==> src/sv/mppt_pkg.sv <==
// Shared types, register map and reset constants for the MPPT tracker.
`timescale 1ns / 1ps

package mppt_pkg;

   localparam int DUTY_W    = 8;
   localparam int ALPHA_W   = 9;
   localparam int BAND_W    = 20;
   localparam int HYST_W    = 16;
   localparam int FRAC_BITS = 8;

   localparam int CSR_ADDR_W = 5;
   localparam int CSR_DATA_W = 32;

   // Q1.8 unity; larger alpha values saturate to it
   localparam logic [ALPHA_W-1:0] ALPHA_ONE = 9'd256;

   localparam logic [DUTY_W-1:0] DUTY_CENTER_RESET = 8'd127;

   typedef enum logic [2:0] {
      REG_DUTY_LO     = 3'd0,
      REG_DUTY_HI     = 3'd1,
      REG_DUTY_CENTER = 3'd2,
      REG_DUTY_INC    = 3'd3,
      REG_ALPHA_Q8    = 3'd4,
      REG_POWER_BAND  = 3'd5,
      REG_VOLT_HYST   = 3'd6
   } reg_index_type;

   typedef struct packed {
      logic [DUTY_W-1:0]  duty_lo;
      logic [DUTY_W-1:0]  duty_hi;
      logic [DUTY_W-1:0]  duty_center;
      logic [DUTY_W-1:0]  duty_inc;
      logic [ALPHA_W-1:0] alpha_q8;
      logic [BAND_W-1:0]  power_band;
      logic [HYST_W-1:0]  volt_hyst;
   } cfg_type;

   localparam cfg_type CFG_RESET = '{
      duty_lo:     8'd30,
      duty_hi:     8'd230,
      duty_center: DUTY_CENTER_RESET,
      duty_inc:    8'd6,
      alpha_q8:    9'd77,
      power_band:  20'd30,
      volt_hyst:   16'd10
   };

   // Observation flags handed from the filter stage to the duty stage
   typedef struct packed {
      logic first;     // seeding sample: load mid duty
      logic rise;      // filtered power rose beyond the dead band
      logic fall;      // filtered power fell beyond the dead band
      logic recenter;  // voltage drifted beyond the hysteresis
   } obs_type;

endpackage

==> src/sv/mppt_csr.sv <==
// Configuration register file with APB-style access.
`timescale 1ns / 1ps

module mppt_csr import mppt_pkg::*; (
   input  logic                  clock,
   input  logic                  reset,
   input  logic                  csr_psel,
   input  logic                  csr_penable,
   input  logic                  csr_pwrite,
   input  logic [CSR_ADDR_W-1:0] csr_paddr,
   input  logic [CSR_DATA_W-1:0] csr_pwdata,
   output logic [CSR_DATA_W-1:0] csr_prdata,
   output logic                  csr_pready,
   output cfg_type               cfg
);

   cfg_type       cfg_ff;
   cfg_type       cfg_in;
   logic          write_en;
   reg_index_type index;

   assign csr_pready = 1'b1;
   assign write_en   = csr_psel && csr_penable && csr_pwrite && csr_pready;
   assign index      = reg_index_type'(csr_paddr[CSR_ADDR_W-1:2]);
   assign cfg        = cfg_ff;

   always_comb begin
      cfg_in = cfg_ff;
      if (write_en) begin
         unique case (index)
            REG_DUTY_LO:     cfg_in.duty_lo     = csr_pwdata[DUTY_W-1:0];
            REG_DUTY_HI:     cfg_in.duty_hi     = csr_pwdata[DUTY_W-1:0];
            REG_DUTY_CENTER: cfg_in.duty_center = csr_pwdata[DUTY_W-1:0];
            REG_DUTY_INC:    cfg_in.duty_inc    = csr_pwdata[DUTY_W-1:0];
            REG_ALPHA_Q8:    cfg_in.alpha_q8    = csr_pwdata[ALPHA_W-1:0];
            REG_POWER_BAND:  cfg_in.power_band  = csr_pwdata[BAND_W-1:0];
            REG_VOLT_HYST:   cfg_in.volt_hyst   = csr_pwdata[HYST_W-1:0];
            default: ;
         endcase
      end
   end

   always_comb begin
      unique case (index)
         REG_DUTY_LO:     csr_prdata = CSR_DATA_W'(cfg_ff.duty_lo);
         REG_DUTY_HI:     csr_prdata = CSR_DATA_W'(cfg_ff.duty_hi);
         REG_DUTY_CENTER: csr_prdata = CSR_DATA_W'(cfg_ff.duty_center);
         REG_DUTY_INC:    csr_prdata = CSR_DATA_W'(cfg_ff.duty_inc);
         REG_ALPHA_Q8:    csr_prdata = CSR_DATA_W'(cfg_ff.alpha_q8);
         REG_POWER_BAND:  csr_prdata = CSR_DATA_W'(cfg_ff.power_band);
         REG_VOLT_HYST:   csr_prdata = CSR_DATA_W'(cfg_ff.volt_hyst);
         default:         csr_prdata = '0;
      endcase
   end

   always_ff @(posedge clock) begin
      if (reset) begin
         cfg_ff <= CFG_RESET;
      end else begin
         cfg_ff <= cfg_in;
      end
   end

endmodule

==> src/sv/mppt_observe.sv <==
// Power filter and voltage drift stage: updates filter and baseline, emits flags.
`timescale 1ns / 1ps

module mppt_observe import mppt_pkg::*; #(
   parameter int POWER_BITS   = 20,
   parameter int VOLTAGE_BITS = 16
) (
   input  logic                    clock,
   input  logic                    reset,
   input  cfg_type                 cfg,
   input  logic                    in_valid,
   output logic                    in_ready,
   input  logic [POWER_BITS-1:0]   power_mw,
   input  logic [VOLTAGE_BITS-1:0] voltage,
   output logic                    out_valid,
   input  logic                    out_ready,
   output obs_type                 obs
);

   localparam int FILT_W   = POWER_BITS + FRAC_BITS;
   localparam int DIFF_W   = FILT_W + 1;
   localparam int PROD_W   = DIFF_W + ALPHA_W + 1;
   localparam int STEP_W   = PROD_W - FRAC_BITS;
   localparam int BANDQ_W  = BAND_W + FRAC_BITS + 1;
   localparam int CMP_W    = (STEP_W > BANDQ_W) ? STEP_W : BANDQ_W;
   localparam int VCMP_W   = (VOLTAGE_BITS > HYST_W) ? VOLTAGE_BITS : HYST_W;
   localparam int ROUND_HALF = 2 ** (FRAC_BITS - 1);

   logic                    valid_ff;
   logic                    first_ff, first_in;
   logic [FILT_W-1:0]       filt_ff, filt_in;
   logic [VOLTAGE_BITS-1:0] base_ff, base_in;
   obs_type                 obs_ff, obs_in;

   logic                     fire;
   logic [ALPHA_W-1:0]       alpha_sat;
   logic [FILT_W-1:0]        sample_q;
   logic signed [DIFF_W-1:0] diff;
   logic signed [PROD_W-1:0] prod;
   logic signed [PROD_W-1:0] rounded;
   logic signed [STEP_W-1:0] step;
   logic [STEP_W-1:0]        filt_sum;
   logic signed [CMP_W-1:0]  step_ext;
   logic signed [CMP_W-1:0]  band_ext;
   logic [VOLTAGE_BITS-1:0]  drift;

   assign in_ready  = !valid_ff || out_ready;
   assign fire      = in_valid && in_ready;
   assign out_valid = valid_ff;
   assign obs       = obs_ff;

   // EMA written as filt + alpha*(sample - filt), rounded half up
   assign alpha_sat = (cfg.alpha_q8 > ALPHA_ONE) ? ALPHA_ONE : cfg.alpha_q8;
   assign sample_q  = {power_mw, {FRAC_BITS{1'b0}}};
   assign diff      = signed'({1'b0, sample_q}) - signed'({1'b0, filt_ff});
   assign prod      = PROD_W'(diff) * PROD_W'(signed'({1'b0, alpha_sat}));
   assign rounded   = prod + PROD_W'(ROUND_HALF);
   assign step      = rounded[PROD_W-1:FRAC_BITS];
   assign filt_sum  = STEP_W'(filt_ff) + step;

   // the step is exactly the change in filtered power
   assign step_ext = CMP_W'(step);
   assign band_ext = CMP_W'({1'b0, cfg.power_band, {FRAC_BITS{1'b0}}});

   assign drift = (voltage >= base_ff) ? voltage - base_ff : base_ff - voltage;

   always_comb begin
      first_in = first_ff;
      filt_in  = filt_ff;
      base_in  = base_ff;
      obs_in   = obs_ff;
      if (fire) begin
         if (first_ff) begin
            first_in        = 1'b0;
            filt_in         = sample_q;
            base_in         = voltage;
            obs_in          = '0;
            obs_in.first    = 1'b1;
         end else begin
            filt_in         = filt_sum[FILT_W-1:0];
            obs_in.first    = 1'b0;
            obs_in.rise     = step_ext > band_ext;
            obs_in.fall     = step_ext < -band_ext;
            obs_in.recenter = VCMP_W'(drift) > VCMP_W'(cfg.volt_hyst);
            if (obs_in.recenter) begin
               base_in = voltage;
            end
         end
      end
   end

   always_ff @(posedge clock) begin
      if (reset) begin
         valid_ff <= 1'b0;
         first_ff <= 1'b1;
         filt_ff  <= '0;
         base_ff  <= '0;
      end else begin
         if (in_ready) begin
            valid_ff <= in_valid;
         end
         first_ff <= first_in;
         filt_ff  <= filt_in;
         base_ff  <= base_in;
      end
   end

   always_ff @(posedge clock) begin
      obs_ff <= obs_in;
   end

endmodule

==> src/sv/mppt_perturb.sv <==
// Duty perturbation, direction control, clamp and result register.
`timescale 1ns / 1ps

module mppt_perturb import mppt_pkg::*; (
   input  logic              clock,
   input  logic              reset,
   input  cfg_type           cfg,
   input  logic              in_valid,
   output logic              in_ready,
   input  obs_type           obs,
   output logic              rsp_valid,
   input  logic              rsp_ready,
   output logic [DUTY_W-1:0] duty
);

   localparam int SUM_W = DUTY_W + 2;

   logic              valid_ff;
   logic              climb_ff, climb_in;
   logic [DUTY_W-1:0] duty_now_ff, duty_now_in;
   logic [DUTY_W-1:0] duty_ff, duty_in;

   logic                    fire;
   logic                    climb_next;
   logic signed [SUM_W-1:0] d_step;
   logic signed [SUM_W-1:0] d_sel;
   logic signed [SUM_W-1:0] d_lo;
   logic signed [SUM_W-1:0] d_hi;
   logic signed [SUM_W-1:0] step_s;
   logic signed [SUM_W-1:0] min_s;
   logic signed [SUM_W-1:0] max_s;
   logic signed [SUM_W-1:0] mid_s;

   assign in_ready  = !valid_ff || rsp_ready;
   assign fire      = in_valid && in_ready;
   assign rsp_valid = valid_ff;
   assign duty      = duty_ff;

   assign step_s = signed'({2'b00, cfg.duty_inc});
   assign min_s  = signed'({2'b00, cfg.duty_lo});
   assign max_s  = signed'({2'b00, cfg.duty_hi});
   assign mid_s  = signed'({2'b00, cfg.duty_center});

   always_comb begin
      climb_next = climb_ff ^ obs.fall;
      d_step     = signed'({2'b00, duty_now_ff});
      if (obs.rise || obs.fall) begin
         d_step = climb_next ? d_step + step_s : d_step - step_s;
      end
      d_sel = d_step;
      if (obs.recenter) begin
         d_sel      = mid_s;
         climb_next = 1'b1;
      end
      // lower bound first, so min above max ends at max
      d_lo = (d_sel < min_s) ? min_s : d_sel;
      d_hi = (d_lo > max_s) ? max_s : d_lo;
   end

   always_comb begin
      climb_in    = climb_ff;
      duty_now_in = duty_now_ff;
      duty_in     = duty_ff;
      if (fire) begin
         if (obs.first) begin
            duty_now_in = cfg.duty_center;
            duty_in     = cfg.duty_center;
         end else begin
            climb_in    = climb_next;
            duty_now_in = d_hi[DUTY_W-1:0];
            duty_in     = d_hi[DUTY_W-1:0];
         end
      end
   end

   always_ff @(posedge clock) begin
      if (reset) begin
         valid_ff    <= 1'b0;
         climb_ff    <= 1'b1;
         duty_now_ff <= DUTY_CENTER_RESET;
      end else begin
         if (in_ready) begin
            valid_ff <= in_valid;
         end
         climb_ff    <= climb_in;
         duty_now_ff <= duty_now_in;
      end
   end

   always_ff @(posedge clock) begin
      duty_ff <= duty_in;
   end

endmodule

==> src/sv/mppt_perturb_observe.sv <==
// Top level of the perturb-and-observe maximum power point tracker.
`timescale 1ns / 1ps
//
//  channel   dir  handshake                 payload
//  req_      in   req_tvalid / req_tready   power_mw, voltage
//  rsp_      out  rsp_tvalid / rsp_tready   duty
//  csr_      in   psel+penable+pwrite       7 config registers at 4*i
//
// One transaction in per clock unless rsp_ stalls, one duty out per sample; the
// stages are the input register, filter/drift stage and duty stage with the result
// register. The filter loop (subtract, 29x10 multiply, add) closes in the filter
// stage and the duty loop (step, clamp) in the duty stage.
// A stalled rsp_ fills the pipeline bubbles first; req_tready drops once all
// three stages hold data. Reset loads the default registers and re-arms the
// seeding of the filter and the voltage baseline by the next sample.

module mppt_perturb_observe import mppt_pkg::*; #(
   parameter int POWER_BITS   = 20,
   parameter int VOLTAGE_BITS = 16
) (
   input  logic                  clock,
   input  logic                  reset,
   input  logic                  req_tvalid,
   output logic                  req_tready,
   // [POWER_BITS-1:0] power_mw, next VOLTAGE_BITS voltage, zero pad to bytes
   input  logic [((POWER_BITS + VOLTAGE_BITS + 7) / 8) * 8 - 1:0] req_tdata,
   output logic                  rsp_tvalid,
   input  logic                  rsp_tready,
   // [7:0] duty
   output logic [DUTY_W-1:0]     rsp_tdata,
   input  logic                  csr_psel,
   input  logic                  csr_penable,
   input  logic                  csr_pwrite,
   input  logic [CSR_ADDR_W-1:0] csr_paddr,
   input  logic [CSR_DATA_W-1:0] csr_pwdata,
   output logic [CSR_DATA_W-1:0] csr_prdata,
   output logic                  csr_pready
);

   cfg_type cfg;

   logic                    in_valid_ff;
   logic [POWER_BITS-1:0]   power_ff;
   logic [VOLTAGE_BITS-1:0] voltage_ff;

   logic    obs_ready;
   logic    obs_valid;
   logic    duty_ready;
   obs_type obs;
   logic    req_fire;

   mppt_csr u_csr (
      .clock       (clock),
      .reset       (reset),
      .csr_psel    (csr_psel),
      .csr_penable (csr_penable),
      .csr_pwrite  (csr_pwrite),
      .csr_paddr   (csr_paddr),
      .csr_pwdata  (csr_pwdata),
      .csr_prdata  (csr_prdata),
      .csr_pready  (csr_pready),
      .cfg         (cfg)
   );

   // input register
   assign req_tready = !in_valid_ff || obs_ready;
   assign req_fire   = req_tvalid && req_tready;

   always_ff @(posedge clock) begin
      if (reset) begin
         in_valid_ff <= 1'b0;
      end else if (req_tready) begin
         in_valid_ff <= req_tvalid;
      end
   end

   always_ff @(posedge clock) begin
      if (req_fire) begin
         power_ff   <= req_tdata[POWER_BITS-1:0];
         voltage_ff <= req_tdata[POWER_BITS + VOLTAGE_BITS - 1:POWER_BITS];
      end
   end

   mppt_observe #(
      .POWER_BITS   (POWER_BITS),
      .VOLTAGE_BITS (VOLTAGE_BITS)
   ) u_observe (
      .clock     (clock),
      .reset     (reset),
      .cfg       (cfg),
      .in_valid  (in_valid_ff),
      .in_ready  (obs_ready),
      .power_mw  (power_ff),
      .voltage   (voltage_ff),
      .out_valid (obs_valid),
      .out_ready (duty_ready),
      .obs       (obs)
   );

   mppt_perturb u_perturb (
      .clock     (clock),
      .reset     (reset),
      .cfg       (cfg),
      .in_valid  (obs_valid),
      .in_ready  (duty_ready),
      .obs       (obs),
      .rsp_valid (rsp_tvalid),
      .rsp_ready (rsp_tready),
      .duty      (rsp_tdata)
   );

endmodule
==> config.mk <==
export PLATFORM = sky130hd
export DESIGN_NAME = mppt_perturb_observe
export DESIGN_NICKNAME = d
export VERILOG_FILES = /design/src/sv/mppt_pkg.sv /design/src/sv/mppt_csr.sv /design/src/sv/mppt_observe.sv /design/src/sv/mppt_perturb.sv /design/src/sv/mppt_perturb_observe.sv
export SDC_FILE = /design/constraint.sdc
export NUM_CORES = 1
export LEC_CHECK = 0
export BUFFER_PORTS_ARGS = -buffer_cell sky130_fd_sc_hd__buf_2
export CAP_MARGIN = 10
export CORE_ASPECT_RATIO = 0.9
export CORE_UTILIZATION = 49
export CTS_CLUSTER_DIAMETER = 80
export DETAILED_ROUTE_END_ITERATION = 16
export PLACE_DENSITY_LB_ADDON = 0.12
export SETUP_SLACK_MARGIN = 0.15
export SYNTH_ARGS = -nofsm -noshare
export SYNTH_HDL_FRONTEND = slang
export SYNTH_SLANG_ARGS = --single-unit
==> constraint.sdc <==
create_clock -name clock -period 16.6 [get_ports clock]
set_input_delay 1.66 -clock clock [delete_from_list [all_inputs] [get_ports clock]]
set_output_delay 1.66 -clock clock [all_outputs]
set_load 0.05 [all_outputs]
# After elaboration in Yosys (flattened, before gate mapping)
# Cells that the tools add are included.
# word_totals
inputBits	84
register_bits	182
mem_bits_rw	0
latch_bits	0
memories	0
rom_bits	0
wordCells	83
output_inout_bits	43
# classes
mux	14
div	0
eq_ne	6
reduce_logical	23
magnitude_cmp	7
add_sub_neg	8
multipliers	1
bitwise_logic	2
shift	0
# ops
op	count
case mux 20 bit (7 select lines)	1
2-to-1 mux 16 bit	3
2-to-1 mux 10 bit	4
adder 39 x 9 -> 39 bit (second input constant)	1
multiplier 29 x 10 -> 39 bit	1
subtractor 16 bit	2
> comparator 31 x 29 -> 1 bit	1
< comparator 31 bit	1
negation 28 -> 31 bit	1
subtractor 28 x 28 -> 29 bit	1
adder 28 bit	1
2-to-1 mux 28 bit	1
AND reduction 2 bit	9
>= comparator 16 bit	1
> comparator 16 bit	1
2-to-1 mux 8 bit	2
> comparator 10 x 9 -> 1 bit	1
< comparator 10 x 9 -> 1 bit	1
adder 8 x 8 -> 9 bit	1
equality test 3 bit (second input constant)	3
> comparator 9 bit (second input constant)	1
2-to-1 mux 9 bit	1
subtractor 8 x 8 -> 9 bit	1
equality test 3 x 2 -> 1 bit (second input constant)	2
other kinds (10)	19

# Logic depth before layout (Yosys ltp)
# Gate-level depths: netlist of run 1.
# depth
depth_word	9
mapped_depth	38
ltp_nobuf	38

# Modules after synthesis
# From an unflattened synthesis of run 1, not the netlist that was laid out.
# hier_totals
cells_unflattened	2790
area_unflattened_um2	23791.6
# by_module_without_submodules
module	seq_area_each_um2	area_each_um2	cells_per_inst	n_inst
mppt_observe	1041.0	16523.3	2023	1
mppt_csr	1541.5	3762.4	430	1
mppt_perturb	440.4	2369.8	296	1
mppt_perturb_observe	1101.1	1136.1	41	1

# Least setup slack after synthesis of run 1
# Ideal clock, no wire load.
# synth_path
kind	register to register
startpoint	reg power_ff[0]
endpoint	reg u_observe.obs_ff, in the netlist u_observe.obs[2] (data pin)
path_buffers	0
setup_ns	0.203
t_required_ns	16.397
period_less_slack_ns	9.013
t_arrival_ns	8.810
slack_ns	7.587
path_stages_with_launch	33
cell_sequence	edfxtp_1 > ha_1 > nor3b_1 > a41o_1 > a21oi_1 > o21bai_1 > a21oi_1 > o211ai_1 > a21oi_1 > nor2_1 > o31ai_1 > nand2_1 > fa_1 > inv_1 > fa_1 > fa_1 > fa_1 > inv_1 > fa_1 > inv_1 > ha_1 > a2111oi_2 > o21ai_1 > o21a_1 > or2_2 > o311a_4 > or2_4 > o311ai_1 > ha_1 > nand4_1 > or2_1 > o221a_1 > a2111oi_1
# synth_via
elab_chain_len	4
# synth_rtl
element	line	source
start: declaration	mppt_perturb_observe.sv:43	logic [POWER_BITS-1:0] power_ff;
start signal: assignment	mppt_perturb_observe.sv:79	power_ff <= req_tdata[POWER_BITS-1:0];
subtractor 28 x 28 -> 29 bit	mppt_observe.sv:55	assign diff = signed'({1'b0, sample_q}) - signed'({1'b0, filt_ff});
multiplier 29 x 10 -> 39 bit	mppt_observe.sv:56	assign prod = PROD_W'(diff) * PROD_W'(signed'({1'b0, alpha_sat}));
adder 39 x 9 -> 39 bit	mppt_observe.sv:57	assign rounded = prod + PROD_W'(ROUND_HALF);
> comparator 31 x 29 -> 1 bit	mppt_observe.sv:82	obs_in.rise = step_ext > band_ext;
end signal: assignment	mppt_observe.sv:109	obs_ff <= obs_in;
end: declaration	mppt_observe.sv:33	obs_type obs_ff, obs_in;
# Every way passes these cells.
# A chain may end at the register's enable or synchronous reset.

# Worst setup path after layout of run 1
# layout_path
startpoint	reg power_ff[0]
endpoint	reg u_observe.filt_ff[22]
# layout_via
elab_chain_len	5
# layout_rtl
element	line	source
subtractor 28 x 28 -> 29 bit	mppt_observe.sv:55	
multiplier 29 x 10 -> 39 bit	mppt_observe.sv:56	
adder 39 x 9 -> 39 bit	mppt_observe.sv:57	
adder 28 bit	mppt_observe.sv:59	assign filt_sum = STEP_W'(filt_ff) + step;
2-to-1 mux 28 bit	mppt_observe.sv:73	if (first_ff) begin
end signal: assignment	mppt_observe.sv:103	filt_ff <= filt_in;
end: declaration	mppt_observe.sv:31	logic [FILT_W-1:0] filt_ff, filt_in;
# Every way passes these cells.

==> reports/qor.yml, run 1 <==
drt:
  vias_per_cell: 5.64
  wl_um: 66300
  dr.pass1.iters: 14
  drt_iter0_drc: 1522
  drtAntennaViolNets: 0
  route.detailed.drc: 0
  vias: 19900
  wl_per_cell_um: 18.8
timing:
  hold_violations: 0
  clock_skew_ns: 0.0143
  fmax_mhz: 89.3
  fin_crit_sh: 0.675
  tightestPinTransition_ns: 1.18
  tns_ns: 0
  maxSlewViolCount: 0
  slew_headroom: 0.214
  rsz0062_at_grt: "no"
  hold-worst-slack_ns: 0.481
  final-setup-viol-count: 0
  period_needed_ns: 11.20
setup_path:
  crit_type: "flip-flop to flip-flop"
  slowest_stage: "xor2_1"
  cp-start-kind: "flip-flop"
  worstPathRequired_ns: 16.97
  cpPeakStageDelay_ns: 0.82
  cp_max_fo: 9
  cp_common_cell: "fa_1"
  reg2regPathDepth: 35
  end_kind: "flip-flop"
  cp.arrival_ns: 11.58
clock_tree:
  cts_tree: "yes"
  cts_buffers: 17
  clock_path_buffers: 2
  cts_hold_buf: 0
  cts_resized: 0
  clkSinkCount: 182
  worstSkewPairLatency_ns: 0.46
  clkTransAtPathRegs_ns: 0.08
  cts_root_buf: "clkbuf_16"
  htreeDepth: 4
  cts_setup_buffers: 0
synthesis:
  synth-seq-cells: 182
  synth_top_area_cell: "fa_1"
  synth-seq-area-share: 0.174
  synthDistinctLibCells: 90
  synth-edff-count: 48
  syn_avg_cell_area_um2: 8.30
  synth_cells: 2854
  synth_ff_type: "dfxtp_1"
  yosysTopAreaCellShare: 0.184
  synth_area_um2: 23700
  yosysWarningCount: 0
  synthArstFlopShare: 0
  synth.area.top_cells: "fa_1, ha_1, dfxtp_1"
final_layout:
  filler_cell_count: 4529
  areaGrowthSynthToFinish_pct: 6.91
  drive_above_1_share: 0.0710
  layout.nets: 3469
  seq_area_um2: 4130
  fin_cells: 3527
  layout_common_cells: "inv_1, nand2_1, ha_1, fa_1, nor2_1"
  final_common_cell: "inv_1"
  antenna_cells: 0
  multiInputGateArea_um2: 17500
  fin_area_um2: 25300
grt:
  grt_use_total: 0.280
  overflow: 0
  antenna_found_initial: 0
  grt_pass1_vias: 19900
  grt_pass1_wl_um: 107000
  grt_max_degree: 70
floorplan:
  die_w_um: 234
  core_area_um2: 47800
  io_pins: 127
  die_h_um: 211
  dieArea_um2: 49200
  fp-row-count: 76
  start_util: 0.495
placement:
  place.gp.congestion: 0.936
  place_area_um2: 24700
  hpwl_um: 52100
  portBuffers: 95
  post-place-cells: 3495
min_path:
  hp-class: "flip-flop to flip-flop"
  whs_path_depth: 2
status:
  status: "complete, no violations"
job:
  cap_viol_max_count: 0
==> layout make-up <==
type                    instances  area share
multi-input cells            2130       0.690
flip-flops and latches        182       0.163
inverters                     440      0.0652
well taps                     624      0.0308
repair buffers                119      0.0268
clock buffers                  18      0.0169
clock inverters                14     0.00731
==> logic make-up (layout without fill, tap and decap cells) <==
logic type | count (synthesis) | count (layout) | synth area share
other cells | 2 | 13 | 0.000317
mux | 79 | 79 | 0.0362
compound gates | 572 | 572 | 0.158
buf+inv | 553 | 591 | 0.0910
flops | 182 | 182 | 0.174
simple gates | 852 | 852 | 0.165
xor+xnor | 116 | 116 | 0.0435
fa+ha+maj | 498 | 498 | 0.332
==> path summary, 6_finish.rpt <==
check / to / from / slack [ns]
min reg2reg: u_csr.cfg[75] / u_csr.cfg[75] / 0.48
max reg2reg: u_observe.filt_ff[22] / power_ff[0] / 5.40
max: u_observe.filt_ff[22] / power_ff[0] / 5.40
min: u_csr.cfg[75] / u_csr.cfg[75] / 0.48
==> layer usage <==
layer	GRT usage	up-vias	routed length, µm
met4	0.0685	0	1320
li1	-	9572	-
met3	0.0313	78	2970
met2	0.447	487	30500
met5	0	-	0
met1	0.401	9766	31500
==> flip-flops by register name, summed over array words and instances, names as in the netlist <==
name	cells
in_valid_ff	1
u_observe.filt_ff	28
u_perturb.climb_ff	1
u_perturb.rsp_valid	1
u_perturb.duty_now_ff	8
u_observe.base_ff	16
u_csr.cfg	77
voltage_ff	16
u_observe.obs	4
u_observe.first_ff	1
power_ff	20
u_observe.out_valid	1
u_perturb.duty	8
==> Yosys cell counts, types with 62 or more instances <==
cell type	n
a21oi_1	181
and2_1	71
clkbuf_1	89
dfxtp_1	134
fa_1	218
ha_1	277
inv_1	437
mux2i_1	62
nand2_1	341
nor2_1	206
o21ai_0	89
xnor2_1	78
==> critical path, delay by kind of cell, from the launching register on <==
kind,cells,cell delay [ns]
and+or+nand+nor,10,2.04
buffers and inverters,4,0.36
DFF,1,0.49
adders and majority gates,8,3.82
xor gates and xnor gates,2,1.40
AOI/OAI and AO/OA,11,3.00
==> per-stage QoR <==
step                 util  setup slack [ns]
CTS                 0.530              5.55
finish              0.530              5.40
global route        0.530              4.74
floorplan               -              7.59
detailed placement  0.517              5.60
global placement    0.516              5.74
Power of run 1 is not shown: default switching activity piles up to over one toggle a cycle in this logic, so the estimate is an artifact.
==> inputs of run 2 (changes only) <==
==> constraint.sdc (replaced) <==
create_clock -name clock -period 10.1 [get_ports clock]
set_input_delay 1.01 -clock clock [delete_from_list [all_inputs] [get_ports clock]]
set_output_delay 1.01 -clock clock [all_outputs]
set_load 0.05 [all_outputs]
==> run 2 against run 1 <==
Compared with the run above: sequential cell count unchanged; register-to-register slack got worse by 4.9 ns; sequential share of layout area decreased by 0.45 points; clock skew decreased by 0.0014 ns; global-route usage decreased by 0.054 points; die area unchanged; via count increased by 1.4%; first-iteration DRC count increased by 6.1%; hold slack got worse by 0.0032 ns; clock-buffer cell count increased by 1.
==> reports/qor.yml, run 2 (synthesis results as in run 1) <==
drt:
  route.detailed.drc: 0
  dr.pass1.iters: 14
  drtAntennaViolNets: 0
  wl_um: 67200
  vias_per_cell: 5.62
  wl_per_cell_um: 18.7
  drt_iter0_drc: 1615
  vias: 20200
timing:
  slew_headroom: 0.213
  fmax_mhz: 104
  hold-worst-slack_ns: 0.478
  period_needed_ns: 9.58
  hold_violations: 0
  tns_ns: 0
  maxSlewViolCount: 0
  clock_skew_ns: 0.0129
  final-setup-viol-count: 0
  tightestPinTransition_ns: 1.18
  fin_crit_sh: 0.949
  rsz0062_at_grt: "no"
placement:
  place.gp.congestion: 0.913
  post-place-cells: 3556
  portBuffers: 95
  hpwl_um: 53600
floorplan:
  die_w_um: 234
  fp-row-count: 76
  core_area_um2: 47800
  die_h_um: 211
  io_pins: 127
  start_util: 0.495
  dieArea_um2: 49200
min_path:
  hp-class: "flip-flop to flip-flop"
status:
  status: "complete, no violations"
clock_tree:
  worstSkewPairLatency_ns: 0.45
  cts_tree: "yes"
  htreeDepth: 4
  cts_buffers: 17
  cts_root_buf: "clkbuf_16"
  cts_hold_buf: 0
  clkTransAtPathRegs_ns: 0.08
  clock_path_buffers: 2
  clkSinkCount: 182
final_layout:
  largest_reg_flops: 77
  areaGrowthSynthToFinish_pct: 9.91
  layout_common_cells: "inv_1, nand2_1, ha_1, fa_1, nor2_1"
  final_common_cell: "inv_1"
  finalCoreUtilization: 0.544
  drive_above_1_share: 0.105
  fin_cells: 3592
  layout.nets: 3533
setup_path:
  cp-start-kind: "flip-flop"
  end_kind: "flip-flop"
  crit_type: "flip-flop to flip-flop"
  slowest_stage: "fa_1"
  cp.arrival_ns: 9.76
  cpPeakStageDelay_ns: 0.59
  worstPathRequired_ns: 10.28
  cp_common_cell: "fa_1"
  cp_max_fo: 6
grt:
  grt_pass1_wl_um: 107000
  grt_pass1_vias: 19800
  antenna_found_initial: 0
  grt_use_total: 0.279
  overflow: 0
  grt_max_degree: 93
job:
  cap_viol_max_count: 0
==> run 2: metal layers <==
layer / wire [µm] / track usage
met1: 31500 / 0.396
met2: 31600 / 0.461
met3: 3230 / 0.0298
met4: 830 / 0.0511
met5: 0 / 0
==> run 2: cell type report <==
class / instances / area, µm²
well taps: 624 / 781
fillers: 4481 / 21800
inverters: 440 / 1650
flip-flops and latches: 182 / 4130
diodes: 1 / 2.50
clock buffers: 19 / 454
clock inverters: 13 / 115
multi-input cells: 2130 / 17800
repair buffers: 183 / 1140
==> run 2: worst max-delay path, delay by kind of cell, from the launching register on <==
| family | cells | cell delay (ns) |
|---|---|---|
| adders and majority gates | 8 | 3.65 |
| buffers and inverters | 3 | 0.25 |
| and+or+nand+nor | 10 | 2.41 |
| xor gates and xnor gates | 2 | 0.56 |
| DFF | 1 | 0.40 |
| AOI/OAI and AO/OA | 9 | 2.03 |
==> run 2: metrics by stage <==
stage	cell area, µm²	setup slack (ns)
2_1_floorplan	23700	1.09
3_3_place_gp	25200	0.329
3_5_place_dp	25200	0.151
4_1_cts	25700	0.157
5_1_grt	26000	0.120
6_report	26000	0.515
==> run 2: repair_timing <==
| action | CTS | global route |
|---|---|---|
| setup buffers | 0 | 3 |
| endpoints found under the hold margin | 0 | 0 |
| setup endpoints to repair | 1 | 15 |
| pin swaps | 0 | 6 |
| gates resized for setup | 3 | 46 |
==> run 2: final timing paths <==
| check | from | to | slack [ns] | cells past startpoint |
|---|---|---|---|---|
| min reg2reg | u_csr.cfg[10] | u_csr.cfg[10] | 0.48 | 2 |
| max | power_ff[0] | u_observe.obs[2] | 0.52 | 32 |
| min | u_csr.cfg[10] | u_csr.cfg[10] | 0.48 | 2 |
| max reg2reg | power_ff[0] | u_observe.obs[2] | 0.52 | 32 |
Power of run 2 is left out for the same reason.
